## config.mk

```make
export PLATFORM = sky130hd
export DESIGN_NAME = global_average_pool_unit
export DESIGN_NICKNAME = d
export VERILOG_FILES = /design/src/rtl/gap_pkg.sv /design/src/rtl/gap_front.sv /design/src/rtl/gap_job_fifo.sv /design/src/rtl/gap_back.sv /design/src/rtl/global_average_pool_unit.sv
export SDC_FILE = /design/constraint.sdc
export NUM_CORES = 1
export LEC_CHECK = 0
export BUFFER_PORTS_ARGS = -buffer_cell sky130_fd_sc_hd__buf_4
export CAP_MARGIN = 10
export CELL_PAD_IN_SITES_DETAIL_PLACEMENT = 1
export CELL_PAD_IN_SITES_GLOBAL_PLACEMENT = 1
export CORE_ASPECT_RATIO = 1.4
export CORE_UTILIZATION = 48
export CTS_BUF_LIST = sky130_fd_sc_hd__clkbuf_2 sky130_fd_sc_hd__clkbuf_4 sky130_fd_sc_hd__clkbuf_8
export CTS_CLUSTER_SIZE = 40
export DETAILED_ROUTE_END_ITERATION = 8
export PLACE_DENSITY = 0.9
export SYNTH_ARGS = -nofsm -noshare
export SYNTH_HDL_FRONTEND = slang
export SYNTH_SLANG_ARGS = --single-unit
```

## constraint.sdc

```tcl
create_clock -name aclk -period 11 [get_ports aclk]
set_input_delay 0.55 -clock aclk [delete_from_list [all_inputs] [get_ports aclk]]
set_output_delay 0.55 -clock aclk [all_outputs]
set_load 0.03 [all_outputs]
```

## src/rtl/gap_pkg.sv

```systemverilog
// gap_pkg: shared types, widths and constants for the global average pool unit.
// No dependencies; imported by every module under rtl/.
`timescale 1ns / 1ps

package gap_pkg;

    // Field and state widths
    localparam int SAMPLE_W   = 16;
    localparam int SUM_W      = 32;
    localparam int POS_W      = 17;
    localparam int CNT_W      = 17;
    localparam int LANE_W     = 2;
    localparam int LANE_SLOTS = 4;
    localparam int LCNT_W     = 3;
    localparam int STEP_W     = 5;

    // Configuration port
    localparam int CFG_IDX_W  = 1;
    localparam int CFG_DATA_W = 17;
    localparam logic [CFG_IDX_W-1:0] REG_LANE_MODE    = 1'b0;
    localparam logic [CFG_IDX_W-1:0] REG_CHANNEL_SIZE = 1'b1;

    // Lane mode codes; any other code means four lanes
    localparam logic [1:0] MODE_ONE = 2'd0;
    localparam logic [1:0] MODE_TWO = 2'd1;

    // floor(x / 3) = (x * DIV3_RECIP) >> DIV3_SHIFT, exact for x < 2^19
    localparam logic [17:0] DIV3_RECIP = 18'd174763;
    localparam int          DIV3_SHIFT = 19;

    // Job queue between front and back
    localparam int JOB_DEPTH = 2;

    // One finished channel: per-lane sums and the divisor
    typedef struct packed {
        logic [LANE_SLOTS-1:0][SUM_W-1:0] sums;
        logic [LCNT_W-1:0]                lanes;
        logic [CNT_W-1:0]                 per_lane;
    } job_t;

    typedef enum logic [1:0] {
        B_IDLE,
        B_DIV,
        B_HOLD
    } back_state_t;

    // Apply sign to a quotient magnitude and clamp to the signed 16-bit range
    function automatic logic [SAMPLE_W-1:0] saturate_q(input logic [SUM_W-1:0] mag,
                                                        input logic neg);
        logic [SAMPLE_W-1:0] res;
        if (!neg) begin
            res = (mag > 32'd32767) ? 16'h7FFF : mag[SAMPLE_W-1:0];
        end else begin
            res = (mag > 32'd32768) ? 16'h8000 : (~mag[SAMPLE_W-1:0] + 16'd1);
        end
        return res;
    endfunction

endpackage

```

## src/rtl/gap_front.sv

```systemverilog
// gap_front: configuration registers, per-lane accumulation and channel-end detection.
// Depends on gap_pkg; pushes one job_t per finished channel into the job queue.
`timescale 1ns / 1ps

module gap_front
    import gap_pkg::*;
#(
    parameter int MAX_CHANNEL_ELEMS = 65536,
    parameter int MAX_LANES         = 4
) (
    input  logic                  aclk,
    input  logic                  aresetn,
    // configuration writes
    input  logic                  cfg_valid,
    output logic                  cfg_ready,
    input  logic [CFG_IDX_W-1:0]  cfg_index,
    input  logic [CFG_DATA_W-1:0] cfg_data,
    // sample stream
    input  logic                  s_tvalid,
    output logic                  s_tready,
    input  logic [SAMPLE_W-1:0]   s_tdata,
    // job queue
    input  logic                  fifo_full,
    output logic                  push,
    output job_t                  push_job
);

    logic [1:0]                        lane_mode_reg, lane_mode_next;
    logic [POS_W-1:0]                  channel_size_reg, channel_size_next;
    logic [LCNT_W-1:0]                 lanes_reg, lanes_next, lanes_raw;
    logic [POS_W-1:0]                  size_reg, size_next;
    logic [CNT_W-1:0]                  per_lane_reg, per_lane_next;
    logic [POS_W-1:0]                  full_reg, full_next;
    logic [34:0]                       prod3;
    logic [POS_W-1:0]                  position_reg, position_next;
    logic [1:0]                        pos_mod3_reg, pos_mod3_next;
    logic [LANE_SLOTS-1:0][SUM_W-1:0]  sums_reg, sums_next, sums_upd;
    logic [LANE_W-1:0]                 lane_mask, lane_sel;
    logic                              in_range, at_end, accept;
    logic [SUM_W-1:0]                  ext;

    assign cfg_ready = 1'b1;
    assign s_tready  = !fifo_full;
    assign accept    = s_tvalid && s_tready;

    // Register writes
    always_comb begin
        lane_mode_next    = lane_mode_reg;
        channel_size_next = channel_size_reg;
        if (cfg_valid && cfg_ready) begin
            unique case (cfg_index)
                REG_LANE_MODE:    lane_mode_next    = cfg_data[1:0];
                REG_CHANNEL_SIZE: channel_size_next = cfg_data[POS_W-1:0];
                default:          lane_mode_next    = lane_mode_reg;
            endcase
        end
    end

    // Derived settings, registered so the sample path sees no multiplier
    always_comb begin
        unique case (lane_mode_next)
            MODE_ONE: lanes_raw = 3'd1;
            MODE_TWO: lanes_raw = 3'd2;
            default:  lanes_raw = 3'd4;
        endcase
        lanes_next = (lanes_raw > LCNT_W'(MAX_LANES)) ? LCNT_W'(MAX_LANES) : lanes_raw;

        if (channel_size_next == '0) begin
            size_next = POS_W'(1);
        end else if ({15'b0, channel_size_next} > 32'(MAX_CHANNEL_ELEMS)) begin
            size_next = POS_W'(MAX_CHANNEL_ELEMS);
        end else begin
            size_next = channel_size_next;
        end

        prod3 = {18'b0, size_next} * {17'b0, DIV3_RECIP};

        case (lanes_next)
            3'd1:    per_lane_next = size_next;
            3'd2:    per_lane_next = {1'b0, size_next[POS_W-1:1]};
            3'd3:    per_lane_next = {1'b0, prod3[34:DIV3_SHIFT]};
            default: per_lane_next = {2'b0, size_next[POS_W-1:2]};
        endcase

        case (lanes_next)
            3'd1:    full_next = per_lane_next;
            3'd2:    full_next = {per_lane_next[CNT_W-2:0], 1'b0};
            3'd3:    full_next = per_lane_next + {per_lane_next[CNT_W-2:0], 1'b0};
            default: full_next = {per_lane_next[CNT_W-3:0], 2'b0};
        endcase
    end

    // Accumulate into the sample's lane; detect channel end
    always_comb begin
        lane_mask = lanes_reg[LANE_W-1:0] - 2'd1;
        lane_sel  = (lanes_reg == 3'd3) ? pos_mod3_reg : (position_reg[LANE_W-1:0] & lane_mask);
        in_range  = position_reg < full_reg;
        ext       = {{(SUM_W-SAMPLE_W){s_tdata[SAMPLE_W-1]}}, s_tdata};
        at_end    = ({1'b0, position_reg} + 18'd1) >= {1'b0, size_reg};

        sums_upd = sums_reg;
        if (in_range) begin
            sums_upd[lane_sel] = sums_reg[lane_sel] + ext;
        end

        sums_next     = sums_reg;
        position_next = position_reg;
        pos_mod3_next = pos_mod3_reg;
        if (accept) begin
            if (at_end) begin
                sums_next     = '0;
                position_next = '0;
                pos_mod3_next = '0;
            end else begin
                sums_next     = sums_upd;
                position_next = position_reg + POS_W'(1);
                pos_mod3_next = (pos_mod3_reg == 2'd2) ? 2'd0 : pos_mod3_reg + 2'd1;
            end
        end

        push              = accept && at_end;
        push_job.sums     = sums_upd;
        push_job.lanes    = lanes_reg;
        push_job.per_lane = per_lane_reg;
    end

    always_ff @(posedge aclk) begin
        if (!aresetn) begin
            lane_mode_reg    <= MODE_ONE;
            channel_size_reg <= POS_W'(1);
            lanes_reg        <= LCNT_W'(1);
            size_reg         <= POS_W'(1);
            per_lane_reg     <= CNT_W'(1);
            full_reg         <= POS_W'(1);
            position_reg     <= '0;
            pos_mod3_reg     <= '0;
            sums_reg         <= '0;
        end else begin
            lane_mode_reg    <= lane_mode_next;
            channel_size_reg <= channel_size_next;
            lanes_reg        <= lanes_next;
            size_reg         <= size_next;
            per_lane_reg     <= per_lane_next;
            full_reg         <= full_next;
            position_reg     <= position_next;
            pos_mod3_reg     <= pos_mod3_next;
            sums_reg         <= sums_next;
        end
    end

endmodule

```

## src/rtl/gap_job_fifo.sv

```systemverilog
// gap_job_fifo: short queue of finished-channel jobs between front and back.
// Depends on gap_pkg for job_t and JOB_DEPTH.
`timescale 1ns / 1ps

module gap_job_fifo
    import gap_pkg::*;
(
    input  logic aclk,
    input  logic aresetn,
    input  logic push,
    input  job_t push_job,
    input  logic pop,
    output job_t head_job,
    output logic full,
    output logic empty
);

    localparam int PTR_W = (JOB_DEPTH > 1) ? $clog2(JOB_DEPTH) : 1;
    localparam int CNT_W_Q = $clog2(JOB_DEPTH + 1);

    job_t               mem_reg [JOB_DEPTH];
    logic [PTR_W-1:0]   wr_ptr_reg, rd_ptr_reg;
    logic [CNT_W_Q-1:0] count_reg;

    assign full     = (count_reg == CNT_W_Q'(JOB_DEPTH));
    assign empty    = (count_reg == '0);
    assign head_job = mem_reg[rd_ptr_reg];

    // Entry storage
    always_ff @(posedge aclk) begin
        if (push) begin
            mem_reg[wr_ptr_reg] <= push_job;
        end
    end

    // Pointers and fill count
    always_ff @(posedge aclk) begin
        if (!aresetn) begin
            wr_ptr_reg <= '0;
            rd_ptr_reg <= '0;
            count_reg  <= '0;
        end else begin
            if (push) begin
                wr_ptr_reg <= (wr_ptr_reg == PTR_W'(JOB_DEPTH - 1)) ? '0 : wr_ptr_reg + PTR_W'(1);
            end
            if (pop) begin
                rd_ptr_reg <= (rd_ptr_reg == PTR_W'(JOB_DEPTH - 1)) ? '0 : rd_ptr_reg + PTR_W'(1);
            end
            if (push && !pop) begin
                count_reg <= count_reg + CNT_W_Q'(1);
            end else if (pop && !push) begin
                count_reg <= count_reg - CNT_W_Q'(1);
            end
        end
    end

endmodule

```

## src/rtl/gap_back.sv

```systemverilog
// gap_back: per-lane restoring divider and output register for channel averages.
// Depends on gap_pkg; reads jobs from gap_job_fifo and drives the result stream.
`timescale 1ns / 1ps

module gap_back
    import gap_pkg::*;
(
    input  logic                aclk,
    input  logic                aresetn,
    // job queue
    input  logic                empty,
    input  job_t                head_job,
    output logic                pop,
    // result stream
    output logic                m_tvalid,
    input  logic                m_tready,
    output logic [SAMPLE_W-1:0] m_tdata,
    output logic [LANE_W-1:0]   m_tuser,
    output logic                m_tlast
);

    back_state_t         state_reg, state_next;
    logic [LANE_W-1:0]   lane_reg, lane_next, lane_start;
    logic [CNT_W-1:0]    rem_reg, rem_next;
    logic [SUM_W-1:0]    dvd_reg, dvd_next;
    logic                neg_reg, neg_next;
    logic [STEP_W-1:0]   step_reg, step_next;
    logic                out_valid_reg;
    logic [SAMPLE_W-1:0] avg_reg;
    logic [LANE_W-1:0]   out_lane_reg;
    logic                out_last_reg;
    logic                load_out, is_last, per_zero, start_neg, ge;
    logic [SUM_W-1:0]    start_sum, start_mag;
    logic [CNT_W:0]      rem_sh, rem_diff;

    assign m_tvalid = out_valid_reg;
    assign m_tdata  = avg_reg;
    assign m_tuser  = out_lane_reg;
    assign m_tlast  = out_last_reg;

    always_comb begin
        lane_start = (state_reg == B_HOLD) ? lane_reg + LANE_W'(1) : '0;
        start_sum  = head_job.sums[lane_start];
        start_neg  = start_sum[SUM_W-1];
        start_mag  = start_neg ? (~start_sum + SUM_W'(1)) : start_sum;
        per_zero   = (head_job.per_lane == '0);
        is_last    = ({1'b0, lane_reg} + LCNT_W'(1)) == head_job.lanes;

        // One quotient bit per cycle
        rem_sh   = {rem_reg, dvd_reg[SUM_W-1]};
        ge       = rem_sh >= {1'b0, head_job.per_lane};
        rem_diff = rem_sh - {1'b0, head_job.per_lane};

        state_next = state_reg;
        lane_next  = lane_reg;
        rem_next   = rem_reg;
        dvd_next   = dvd_reg;
        neg_next   = neg_reg;
        step_next  = step_reg;
        pop        = 1'b0;
        load_out   = 1'b0;

        unique case (state_reg)
            B_IDLE: begin
                if (!empty) begin
                    lane_next  = lane_start;
                    rem_next   = '0;
                    step_next  = '0;
                    dvd_next   = per_zero ? '0 : start_mag;
                    neg_next   = per_zero ? 1'b0 : start_neg;
                    state_next = per_zero ? B_HOLD : B_DIV;
                end
            end
            B_DIV: begin
                rem_next  = ge ? rem_diff[CNT_W-1:0] : rem_sh[CNT_W-1:0];
                dvd_next  = {dvd_reg[SUM_W-2:0], ge};
                step_next = step_reg + STEP_W'(1);
                if (step_reg == STEP_W'(SUM_W - 1)) begin
                    state_next = B_HOLD;
                end
            end
            B_HOLD: begin
                if (!out_valid_reg || m_tready) begin
                    load_out = 1'b1;
                    if (is_last) begin
                        pop        = 1'b1;
                        state_next = B_IDLE;
                    end else begin
                        lane_next  = lane_start;
                        rem_next   = '0;
                        step_next  = '0;
                        dvd_next   = per_zero ? '0 : start_mag;
                        neg_next   = per_zero ? 1'b0 : start_neg;
                        state_next = per_zero ? B_HOLD : B_DIV;
                    end
                end
            end
            default: state_next = B_IDLE;
        endcase
    end

    always_ff @(posedge aclk) begin
        if (!aresetn) begin
            state_reg <= B_IDLE;
        end else begin
            state_reg <= state_next;
        end
    end

    // Divider datapath
    always_ff @(posedge aclk) begin
        lane_reg <= lane_next;
        rem_reg  <= rem_next;
        dvd_reg  <= dvd_next;
        neg_reg  <= neg_next;
        step_reg <= step_next;
    end

    // Output register
    always_ff @(posedge aclk) begin
        if (!aresetn) begin
            out_valid_reg <= 1'b0;
        end else if (load_out) begin
            out_valid_reg <= 1'b1;
        end else if (m_tready) begin
            out_valid_reg <= 1'b0;
        end
        if (load_out) begin
            avg_reg      <= saturate_q(dvd_reg, neg_reg);
            out_lane_reg <= lane_reg;
            out_last_reg <= is_last;
        end
    end

endmodule

```

## src/rtl/global_average_pool_unit.sv

```systemverilog
// global_average_pool_unit: top level of the global average pool block.
// Depends on gap_pkg, gap_front, gap_job_fifo and gap_back.
//
//  Group   Dir  Signals                              Transaction
//  s_      in   s_tvalid/s_tready, s_tdata[15:0]     one sample (Q8.8)
//  m_      out  m_tvalid/m_tready, m_tdata, m_tuser  one lane average, m_tlast on final lane
//  cfg_    in   cfg_valid/cfg_ready, index, data     one register write
//
// The front takes one sample per cycle; it stalls whenever the two-entry job
// queue is full. The back divides each lane in 32 divider steps and then loads
// the output stage; a lane with a zero per-lane count skips the divider, and the
// back returns to idle after each channel; a full output register stalls it.
// Reset (aresetn low, synchronous) clears sums, position, queue and the output
// valid flag; configuration returns to one lane, channel size 1.
`timescale 1ns / 1ps

module global_average_pool_unit
    import gap_pkg::*;
#(
    parameter int MAX_CHANNEL_ELEMS = 65536,
    parameter int MAX_LANES         = 4
) (
    input  logic                  aclk,
    input  logic                  aresetn,
    input  logic                  cfg_valid,
    output logic                  cfg_ready,
    input  logic [CFG_IDX_W-1:0]  cfg_index,
    input  logic [CFG_DATA_W-1:0] cfg_data,
    input  logic                  s_tvalid,
    output logic                  s_tready,
    input  logic [SAMPLE_W-1:0]   s_tdata,   // [15:0] sample
    output logic                  m_tvalid,
    input  logic                  m_tready,
    output logic [SAMPLE_W-1:0]   m_tdata,   // [15:0] average
    output logic [LANE_W-1:0]     m_tuser,   // [1:0] lane
    output logic                  m_tlast
);

    logic push, pop, full, empty;
    job_t push_job, head_job;

    gap_front #(
        .MAX_CHANNEL_ELEMS(MAX_CHANNEL_ELEMS),
        .MAX_LANES        (MAX_LANES)
    ) u_front (
        .aclk     (aclk),
        .aresetn  (aresetn),
        .cfg_valid(cfg_valid),
        .cfg_ready(cfg_ready),
        .cfg_index(cfg_index),
        .cfg_data (cfg_data),
        .s_tvalid (s_tvalid),
        .s_tready (s_tready),
        .s_tdata  (s_tdata),
        .fifo_full(full),
        .push     (push),
        .push_job (push_job)
    );

    gap_job_fifo u_fifo (
        .aclk    (aclk),
        .aresetn (aresetn),
        .push    (push),
        .push_job(push_job),
        .pop     (pop),
        .head_job(head_job),
        .full    (full),
        .empty   (empty)
    );

    gap_back u_back (
        .aclk    (aclk),
        .aresetn (aresetn),
        .empty   (empty),
        .head_job(head_job),
        .pop     (pop),
        .m_tvalid(m_tvalid),
        .m_tready(m_tready),
        .m_tdata (m_tdata),
        .m_tuser (m_tuser),
        .m_tlast (m_tlast)
    );

endmodule

```

### Word level (Yosys, flattened, before mapping)

Memories as Yosys holds them, arrays and structs flattened. A register that Yosys moved wholly into a read port is not among the register bits.
Index checks and enable logic that the tools add are counted.
W data, S select, Z words.

* memories: 1
* output and inout bits: 22
* bits in writable memories: 296
* logic and storage cells: 165
* input port bits: 39
* flip-flop bits (word level): 303

Memories
* u_fifo.mem_reg: words 2, bits a word 148, rd ports 1, clocked after Yosys merged registers in 1, wr ports 1, RTL line gap_job_fifo.sv:21 `job_t mem_reg [JOB_DEPTH];`

* multiply operators: 1
* mux-type cells: 72
* reduce and logical (&&, ||, !) cells: 22
* bitwise operators: 3
* $add $sub $neg: 16
* equality and inequality tests: 15
* $lt $le $gt $ge: 10

Operators with widths (number)
* $mux W128: 2
* $mux W32: 8
* $mux W17: 9
* $pmux W17 S3: 3
* $bmux W32 S2: 2
* $bwmux W128: 1
* $pmux W32 S3: 1
* $demux W32 S2: 1
* $mux W16: 3
* $ge A18 B17 Y1: 2
* $mul A17 B18 Y35 const B: 1
* $logic_not A17 Y1: 2
* $add A32 B1 Y32 const B: 1
* $add A32 B32 Y32: 1
* $gt A32 B15 Y1 const B: 1
* $gt A32 B16 Y1 const B: 1
* $mux W2: 16
* $not A32 Y32: 1
* $add A17 B1 Y18 const B: 1
* $add A17 B1 Y17 const B: 1
* $add A17 B17 Y17: 1
* $gt A17 B17 Y1 const B: 1
* $lt A17 B17 Y1: 1
* $mux W1: 17
* other kinds (35): 61

### Logic depth before layout (Yosys ltp)

Gate-level depths: netlist (run 1).

* word-level depth: 11
* mapped depth: 21
* depth with buffers taken out: 18

### Cells and area by module

A second synthesis (run 1) with hierarchy kept.

* cells, all modules: 2855
* area, all modules: 30708.2 µm²

Modules (own cells, without submodules)
* gap_front: sequential area each 4384.2 µm², times used 1, cells each 1623, area an instance 13036.3 µm²
* gap_job_fifo: sequential area each 8988.6 µm², times used 1, cells each 482, area an instance 10931.7 µm²
* gap_back: sequential area each 2342.2 µm², times used 1, cells each 750, area an instance 6740.2 µm²

### Worst setup path after synthesis (run 1)

Ideal clock, no wire load.

* kind: register to register
* start point: reg u_front.position_reg[0]
* end point: mem u_fifo.mem_reg[0][0] in the netlist's numbering (enable)
* data arrival time: 10.089 ns
* data required time: 10.325 ns
* path slack: 0.236 ns
* period minus slack after synthesis: 10.764 ns
* setup time: 0.675 ns
* buffers on the path: 2
* cell stages (with the launch flop): 18
* cells stage by stage: dfxtp_1 -> ha_1 -> and3_1 -> and3_1 -> and3_1 -> and3_1 -> and3_1 -> nand3_1 -> xnor2_1 -> ha_1 -> nand4_1 -> nor3_1 -> nand4_1 -> o2111ai_1 -> clkbuf_1 -> clkbuf_1 -> and2_1 -> nor2b_1

* cells in the longest elaborated chain, start to end: 5

RTL lines
* start, declared: RTL line gap_front.sv:35 `logic [POS_W-1:0] position_reg, position_next;`
* start signal, assigned: RTL line gap_front.sv:145 `position_reg <= position_next;`
* $add A17 B1 Y18: RTL line gap_front.sv:99 `at_end = ({1'b0, position_reg} + 18'd1) >= {1'b0, size_reg};`
* $ge A18 B17 Y1: RTL line gap_front.sv:99
* $logic_and A1 B1 Y1: RTL line gap_front.sv:121 `push = accept && at_end;`
* named net push: RTL line global_average_pool_unit.sv:39 `logic push, pop, full, empty;`
* $mux W1: RTL line gap_job_fifo.sv:31 `if (push) begin`
* $mux W1 (not written as such): RTL line gap_job_fifo.sv:32 `mem_reg[wr_ptr_reg] <= push_job;`
* end, declared: RTL line gap_job_fifo.sv:21

The timed path passes the listed nets, and every way through them passes these cells.

### Worst setup path after layout (run 1)

* start point: reg u_front.position_reg[0]
* end point: mem u_fifo.mem_reg[0][92] in the netlist's numbering (enable)

The elaborated chain is that of the path after synthesis.

==> run_results.csv, run 1 <==
group,metric,value,unit
die,initial_utilization,0.485,
synth,sequential_to_total_area_share_from_yosys_stat,0.541,
route,dr.pass1.iters,8,
synth,synth-edff-count,372,
synth,synth_flop_cell,"sky130_fd_sc_hd__edfxtp_1",
power,peakVddDrop,0.101,mV
route,route.top_layer_used,"met4",
die,die_y,293,um
clock_network,cts.reportedPaths.clkPinSlew,0.08,ns
die,num_io_pins,61,
critical_path,crit_path_max_fanout,83,
critical_path,critPathArrivalTime,7.24,ns
synth,synth_seq_cells,599,
synth,post_synth.cell_area_avg,11.1,sq um
clock_network,ctsLongestPathBuffers,3,
route,postRouteWirelength,97.4,mm
route,routed-via-count,23100,
finish,finish.utilization,0.535,
sta,worst_slew_pin_slew,1.26,ns
global_route,total_congestion_overflow,0,
global_route,largest_net_degree_at_the_start_of_global_routing,84,
global_route,initial_antenna_violation_count,1,
synth,synthesis_warnings,0,
clock_network,clk-insertion-delay-late,0.73,ns
synth,synth_area,29000,sq um
sta,slew_violations,0,
sta,timing.final.crit_share,0.628,
sta,number_of_endpoints_with_negative_hold_slack_in_the_final_report,0,
route,dr_wl_met3,7.77,mm
sta,fin_crit,6.91,ns
finish,number_of_flip_flops_under_the_largest_register_name,296,
finish,layout.cells.most_common,"sky130_fd_sc_hd__edfxtp_1",
route,dr_iter_0_viols,2394,
power,pwr_density,213,nW/um^2
outcome,run_status,"completed",
finish,final_layout_size_suffix_gt1_frac,0.154,
placed_design,hpwl_reported_at_the_end_of_detailed_placement,56.9,mm
sta,fin_worst_skew,0.0302,ns
power,static-leakage-power,11.7,nW
critical_path,worst_setup_path_start_kind,"flop",
sta,timing.setup.tns,0,ns
sta,tightest_slew_margin_relative_to_the_limit,0.161,
finish,signed_area_change_from_the_synthesized_netlist_to_the_final_layout,10.3,%
die,rows,106,
route,routedLengthMet1,34.2,mm
placed_design,port_buffers,59,
finish,nNetsFinal,2779,
route,drt_via_density,6.54,
global_route,global_route_wire_length_before_repair,148,mm
route,drc,0,
synth,post_synthesis_net_count,2737,
finish,final_cell_area,32000,sq um
clock_network,post-cts-setup-buffers,0,
global_route,grt_usage,0.315,
clock_network,postCtsHoldBufs,0,
clock_network,number_of_buffers_created_by_cts,88,
die,die_area,61500,sq um
placed_design,placedInstanceArea,30200,sq um
synth,asyncSetResetFlopFracSynth,0,
worst_hold_path,hold_path.class,"primary input to flop",
clock_network,cts_htree_levels,3,
clock_network,post_cts_resized,0,
critical_path,required,11.33,ns
clock_network,clock_tree.root_cell,"sky130_fd_sc_hd__clkbuf_8",
synth,synth.distinct_cells,75,
power,power,6.83,mW
sta,timing.fmax,145,MHz
critical_path,criticalPathCategory,"flop to flop",
clock_network,tritoncts_num_sinks,599,
route,antenna_left,0,
clock_network,cts_tree,"done",
placed_design,routabilityCongestion,0.888,
critical_path,critPathCaptureType,"flop",
route,met2RoutedLength,49.2,mm
finish,layout.cells.most_common_list,"sky130_fd_sc_hd__edfxtp_1, sky130_fd_sc_hd__nand2_1, sky130_fd_sc_hd__dfxtp_1",
synth,synthesis.instances,2607,
die,floorplan.core_area,59800,sq um
sta,final_setup_violation_count,0,
route,wire_per_inst,27.5,um
job,max_cap_viol_count,0,
die,die_w,210,um
global_route,vias_in_the_first_global_route,24700,
sta,grt_setup_unrepaired,"no",
## where the power goes
group | internal [mW] | switching, mW
combinational | 0.640 | 1.29
clock | 0.976 | 0.956
sequential | 2.76 | 0.200
total | 4.38 | 2.45
## metrics by stage
step | std cells | hold WS [ns] | setup slack [ns]
after detailed placement | 3366 | 0.415 | 4.45
final | 3536 | 0.170 | 4.09
after floorplan | 2607 | 0.404 | 0.236
after global routing | 3536 | 0.175 | 3.75
after global placement | 3366 | 0.405 | 4.80
after CTS | 3532 | 0.141 | 4.17
## path summary, 6_finish.rpt
path                             from  slack, ns  cells past startpoint                     to
max           u_front.position_reg[0]       4.09                     18  u_fifo.mem_reg[0][92]
min                           aresetn       0.17                      2   u_front.lanes_reg[0]
max reg2reg   u_front.position_reg[0]       4.09                     18  u_fifo.mem_reg[0][92]
min reg2reg  u_front.per_lane_reg[16]       0.44                      0  u_fifo.mem_reg[1][16]
## area by class of cell
class	count	area (sq um)
antenna	1	2.50
clock buffer	125	1530
clock inverter	41	285
fill	6245	27800
inverter	72	270
multi-input combinational	1799	12500
sequential	599	15700
tap	810	1010
timing repair buffer	89	678
## Yosys cell counts (17+ instances only)
cell type,n,area (sq um)
sky130_fd_sc_hd__a21o_1,23,173
sky130_fd_sc_hd__a21oi_1,82,410
sky130_fd_sc_hd__a22o_1,85,744
sky130_fd_sc_hd__a31oi_1,49,307
sky130_fd_sc_hd__and2_1,23,144
sky130_fd_sc_hd__and3_1,47,294
sky130_fd_sc_hd__buf_1,17,63.8
sky130_fd_sc_hd__clkbuf_1,98,368
sky130_fd_sc_hd__dfxtp_1,227,4540
sky130_fd_sc_hd__edfxtp_1,372,11200
sky130_fd_sc_hd__ha_1,89,1110
sky130_fd_sc_hd__inv_1,72,270
sky130_fd_sc_hd__mux2_2,108,1220
sky130_fd_sc_hd__mux2i_1,116,1160
sky130_fd_sc_hd__mux4_2,38,856
sky130_fd_sc_hd__nand2_1,352,1320
sky130_fd_sc_hd__nand2b_1,24,150
sky130_fd_sc_hd__nand3_1,25,125
sky130_fd_sc_hd__nand4_1,27,169
sky130_fd_sc_hd__nor2_1,186,698
sky130_fd_sc_hd__nor2b_1,25,156
sky130_fd_sc_hd__nor3_1,27,135
sky130_fd_sc_hd__nor4_1,21,131
sky130_fd_sc_hd__o21ai_0,189,946
sky130_fd_sc_hd__xnor2_1,53,464
sky130_fd_sc_hd__xor2_1,36,315
## logic make-up (layout without fill, tap and decap cells)
logic type      count (synthesis)  in the layout  synth area share
compound gates                539            539             0.119
mux                           265            265             0.113
flops                         599            599             0.541
simple gates                  814            814             0.130
buf+inv                       209            327            0.0303
fa+ha+maj                      91             91            0.0397
other cells                     1              2          0.000129
xor+xnor                       89             89            0.0268
## worst max-delay path, cell delays in order (launching register included)
cell,delay [ns]
sky130_fd_sc_hd__dfxtp_1,0.51
sky130_fd_sc_hd__ha_1,0.29
sky130_fd_sc_hd__and3_1,0.27
sky130_fd_sc_hd__and3_1,0.28
sky130_fd_sc_hd__and3_1,0.29
sky130_fd_sc_hd__and3_1,0.31
sky130_fd_sc_hd__and3_1,0.25
sky130_fd_sc_hd__nand3_1,0.14
sky130_fd_sc_hd__xnor2_1,0.17
sky130_fd_sc_hd__ha_1,0.30
sky130_fd_sc_hd__nand4_1,0.12
sky130_fd_sc_hd__nor3_1,0.26
sky130_fd_sc_hd__nand4_1,0.15
sky130_fd_sc_hd__o2111ai_2,0.11
sky130_fd_sc_hd__buf_4,0.33
sky130_fd_sc_hd__and2_1,0.25
sky130_fd_sc_hd__nor2b_4,0.62
sky130_fd_sc_hd__buf_4,0.68
sky130_fd_sc_hd__buf_4,1.04
## routing by layer
metal,vias up,track usage
met5,-,0
met4,0,0.207
met3,464,0.0606
li1,9692,-
met2,1522,0.552
met1,11400,0.346
Power figures use the tool's default switching activity.
==> run 2: changes to the inputs <==
--- a/config.mk
+++ b/config.mk
@@ -10,11 +10,11 @@
 export CELL_PAD_IN_SITES_DETAIL_PLACEMENT = 1
 export CELL_PAD_IN_SITES_GLOBAL_PLACEMENT = 1
 export CORE_ASPECT_RATIO = 1.4
-export CORE_UTILIZATION = 48
+export CORE_UTILIZATION = 53
 export CTS_BUF_LIST = sky130_fd_sc_hd__clkbuf_2 sky130_fd_sc_hd__clkbuf_4 sky130_fd_sc_hd__clkbuf_8
 export CTS_CLUSTER_SIZE = 40
 export DETAILED_ROUTE_END_ITERATION = 8
-export PLACE_DENSITY = 0.9
+export PLACE_DENSITY = 0.93
 export SYNTH_ARGS = -nofsm -noshare
 export SYNTH_HDL_FRONTEND = slang
 export SYNTH_SLANG_ARGS = --single-unit
==> constraint.sdc (replaced) <==
create_clock -name aclk -period 7 [get_ports aclk]
set_input_delay 0.35 -clock aclk [delete_from_list [all_inputs] [get_ports aclk]]
set_output_delay 0.35 -clock aclk [all_outputs]
set_load 0.03 [all_outputs]
==> run_results.csv, run 2 (synthesis results as in run 1) <==
group,metric,value,unit
outcome,run_status,"completed",
finish,layout.cells.most_common,"sky130_fd_sc_hd__edfxtp_1",
sta,grt_setup_unrepaired,"no",
power,peakVddDrop,0.159,mV
critical_path,cpPeakStageDelay,1.04,ns
finish,number_of_flip_flops_under_the_largest_register_name,296,
power,power.switching_fraction,0.365,
sta,timing.setup.tns,0,ns
finish,signed_area_change_from_the_synthesized_netlist_to_the_final_layout,10.3,%
route,drc,0,
job,max_cap_viol_count,0,
placed_design,place_inst,3281,
sta,tightest_slew_margin_relative_to_the_limit,0.189,
sta,fin_crit,6.36,ns
finish,multiInputGateArea,12500,sq um
sta,timing.final.crit_share,0.909,
power,pwr_density,341,nW/um^2
route,drt_via_density,6.90,
die,die_area,55700,sq um
die,die_w,200,um
clock_network,postCtsHoldBufs,1,
clock_network,cts.reportedPaths.clkPinSlew,0.07,ns
power,combPwrFrac,0.286,
finish,nNetsFinal,2784,
global_route,initial_antenna_violation_count,1,
critical_path,critical-path-slowest-cell,"sky130_fd_sc_hd__mux2_2",
critical_path,criticalPathCategory,"flop to flop",
clock_network,ctsLongestPathBuffers,3,
placed_design,port_buffers,59,
route,routed-via-count,23800,
finish,final-instance-count-excl-fill,3448,
die,num_io_pins,61,
critical_path,required,7.35,ns
global_route,largest_net_degree_at_the_start_of_global_routing,88,
die,floorplan.core_area,54200,sq um
critical_path,crit_path_max_fanout,43,
sta,timing.fmax,157,MHz
placed_design,hpwl_reported_at_the_end_of_detailed_placement,59.6,mm
sta,slew_violations,0,
finish,fillerInstances,5544,
sta,fin_worst_skew,0.0523,ns
clock_network,cts_tree,"done",
placed_design,place_worst_setup_slack,1.14,ns
power,static-leakage-power,11.7,nW
finish,finish.utilization,0.591,
die,rows,101,
power,internal_power,6.93,mW
placed_design,routabilityCongestion,0.927,
critical_path,rrSetupSlack,0.64,ns
clock_network,cts_htree_levels,3,
critical_path,critPathCaptureType,"flop",
clock_network,tritoncts_num_sinks,599,
power,clockPowerShare,0.285,
critical_path,worst_setup_path_start_kind,"flop",
critical_path,timing.critical_path.mode_cell,"sky130_fd_sc_hd__ha_1",
power,power_frac_seq,0.430,
clock_network,post_cts_resized,0,
global_route,total_congestion_overflow,0,
critical_path,critPathArrivalTime,6.71,ns
finish,layout.cells.most_common_list,"sky130_fd_sc_hd__edfxtp_1, sky130_fd_sc_hd__nand2_1, sky130_fd_sc_hd__dfxtp_1",
power,switching_power,3.99,mW
route,dr.pass1.iters,6,
route,dr_iter_0_viols,2622,
clock_network,clk-insertion-delay-late,0.73,ns
worst_hold_path,hold_path.class,"primary input to flop",
finish,area_of_all_sequential_standard_cells,15700,sq um
global_route,grt_usage,0.360,
finish,final_layout_size_suffix_gt1_frac,0.157,
route,antenna_left,0,
sta,number_of_endpoints_with_negative_hold_slack_in_the_final_report,0,
clock_network,clock_tree.root_cell,"sky130_fd_sc_hd__clkbuf_8",
die,die_y,279,um
critical_path,path_delay_family,"simple AND/OR/NAND/NOR gates",
global_route,vias_in_the_first_global_route,25500,
sta,final.setup.worst_slack,0.636,ns
critical_path,path_cells,"ha_1 > nand2b_1 > mux2_2 > nand2_1 > nand3_1 > and2_1 > ha_1 > a21oi_1 > nor2_1 > nor3_1 > o21bai_1 > a41oi_1 > a31oi_1 > xnor2_1 > o21ai_0",
clock_network,post-cts-setup-buffers,0,
route,wire_per_inst,29.7,um
power,power,10.9,mW
die,initial_utilization,0.536,
critical_path,path_buf_inv,0,
sta,worst_slew_pin_slew,1.18,ns
global_route,global_route_wire_length_before_repair,152,mm
clock_network,number_of_buffers_created_by_cts,87,
route,postRouteWirelength,102,mm
sta,final_setup_violation_count,0,
[run 2: per-stage QoR]
step                      instance area, sq um  hold slack (ns)
after global routing                     32000           0.0457
after global placement                   30100            0.407
final                                    32000           0.0266
after floorplan                          29000            0.404
after CTS                                32000           0.0179
after detailed placement                 30100            0.422
[run 2: power groups by stage]
stage / Combinational, mW / Clock (mW) / Sequential, mW
finish: 3.12 / 3.11 / 4.69
global route: 3.27 / 3.23 / 4.71
CTS: 2.98 / 3.06 / 4.66
detailed placement: 2.83 / 0 / 4.70
global placement: 2.56 / 0 / 4.65
floorplan: 2.00 / 0 / 4.59
[run 2: per-layer routing]
metal  up-vias  wire length [um]  global-route usage
met1     11800             35600               0.400
met3       583              8020              0.0698
met4         0              7590               0.258
met5         -                 0                   0
li1       9696                 -                   -
met2      1680             51200               0.611
[run 2: worst reg2reg max path, cell delays in order, from the launching register on]
cell and delay [ns]:
sky130_fd_sc_hd__dfxtp_1 0.39, sky130_fd_sc_hd__ha_1 0.22, sky130_fd_sc_hd__nand2b_1 0.23, sky130_fd_sc_hd__mux2_2 1.04, sky130_fd_sc_hd__nand2_1 0.23, sky130_fd_sc_hd__nand3_1 0.18, sky130_fd_sc_hd__and2_1 0.20, sky130_fd_sc_hd__ha_1 0.25
sky130_fd_sc_hd__a21oi_1 0.23, sky130_fd_sc_hd__nor2_1 0.14, sky130_fd_sc_hd__nor3_1 0.76, sky130_fd_sc_hd__o21bai_1 0.32, sky130_fd_sc_hd__a41oi_1 0.50, sky130_fd_sc_hd__a31oi_1 0.25, sky130_fd_sc_hd__xnor2_1 0.70, sky130_fd_sc_hd__o21ai_0 0.40
[run 2: final timing paths]
| kind | from | cells past startpoint | to |
|---|---|---|---|
| worst max-delay path | u_front.lanes_reg[0] | 15 | u_fifo.mem_reg[1][109] |
| worst min-delay path | cfg_data[0] | 3 | u_front.channel_size_reg[0] |
| worst max register to register | u_front.lanes_reg[0] | 15 | u_fifo.mem_reg[1][109] |
| worst min register to register | u_front.per_lane_reg[16] | 0 | u_fifo.mem_reg[0][16] |
[run 2: area by class of cell]
class | count | share of cell area
diodes | 1 | 0.0000781
multi-input cells | 1799 | 0.391
clock inverters | 27 | 0.00641
repair buffers | 95 | 0.0240
flip-flops and latches | 599 | 0.491
clock buffers | 134 | 0.0509
inverters | 72 | 0.00844
well taps | 721 | 0.0282
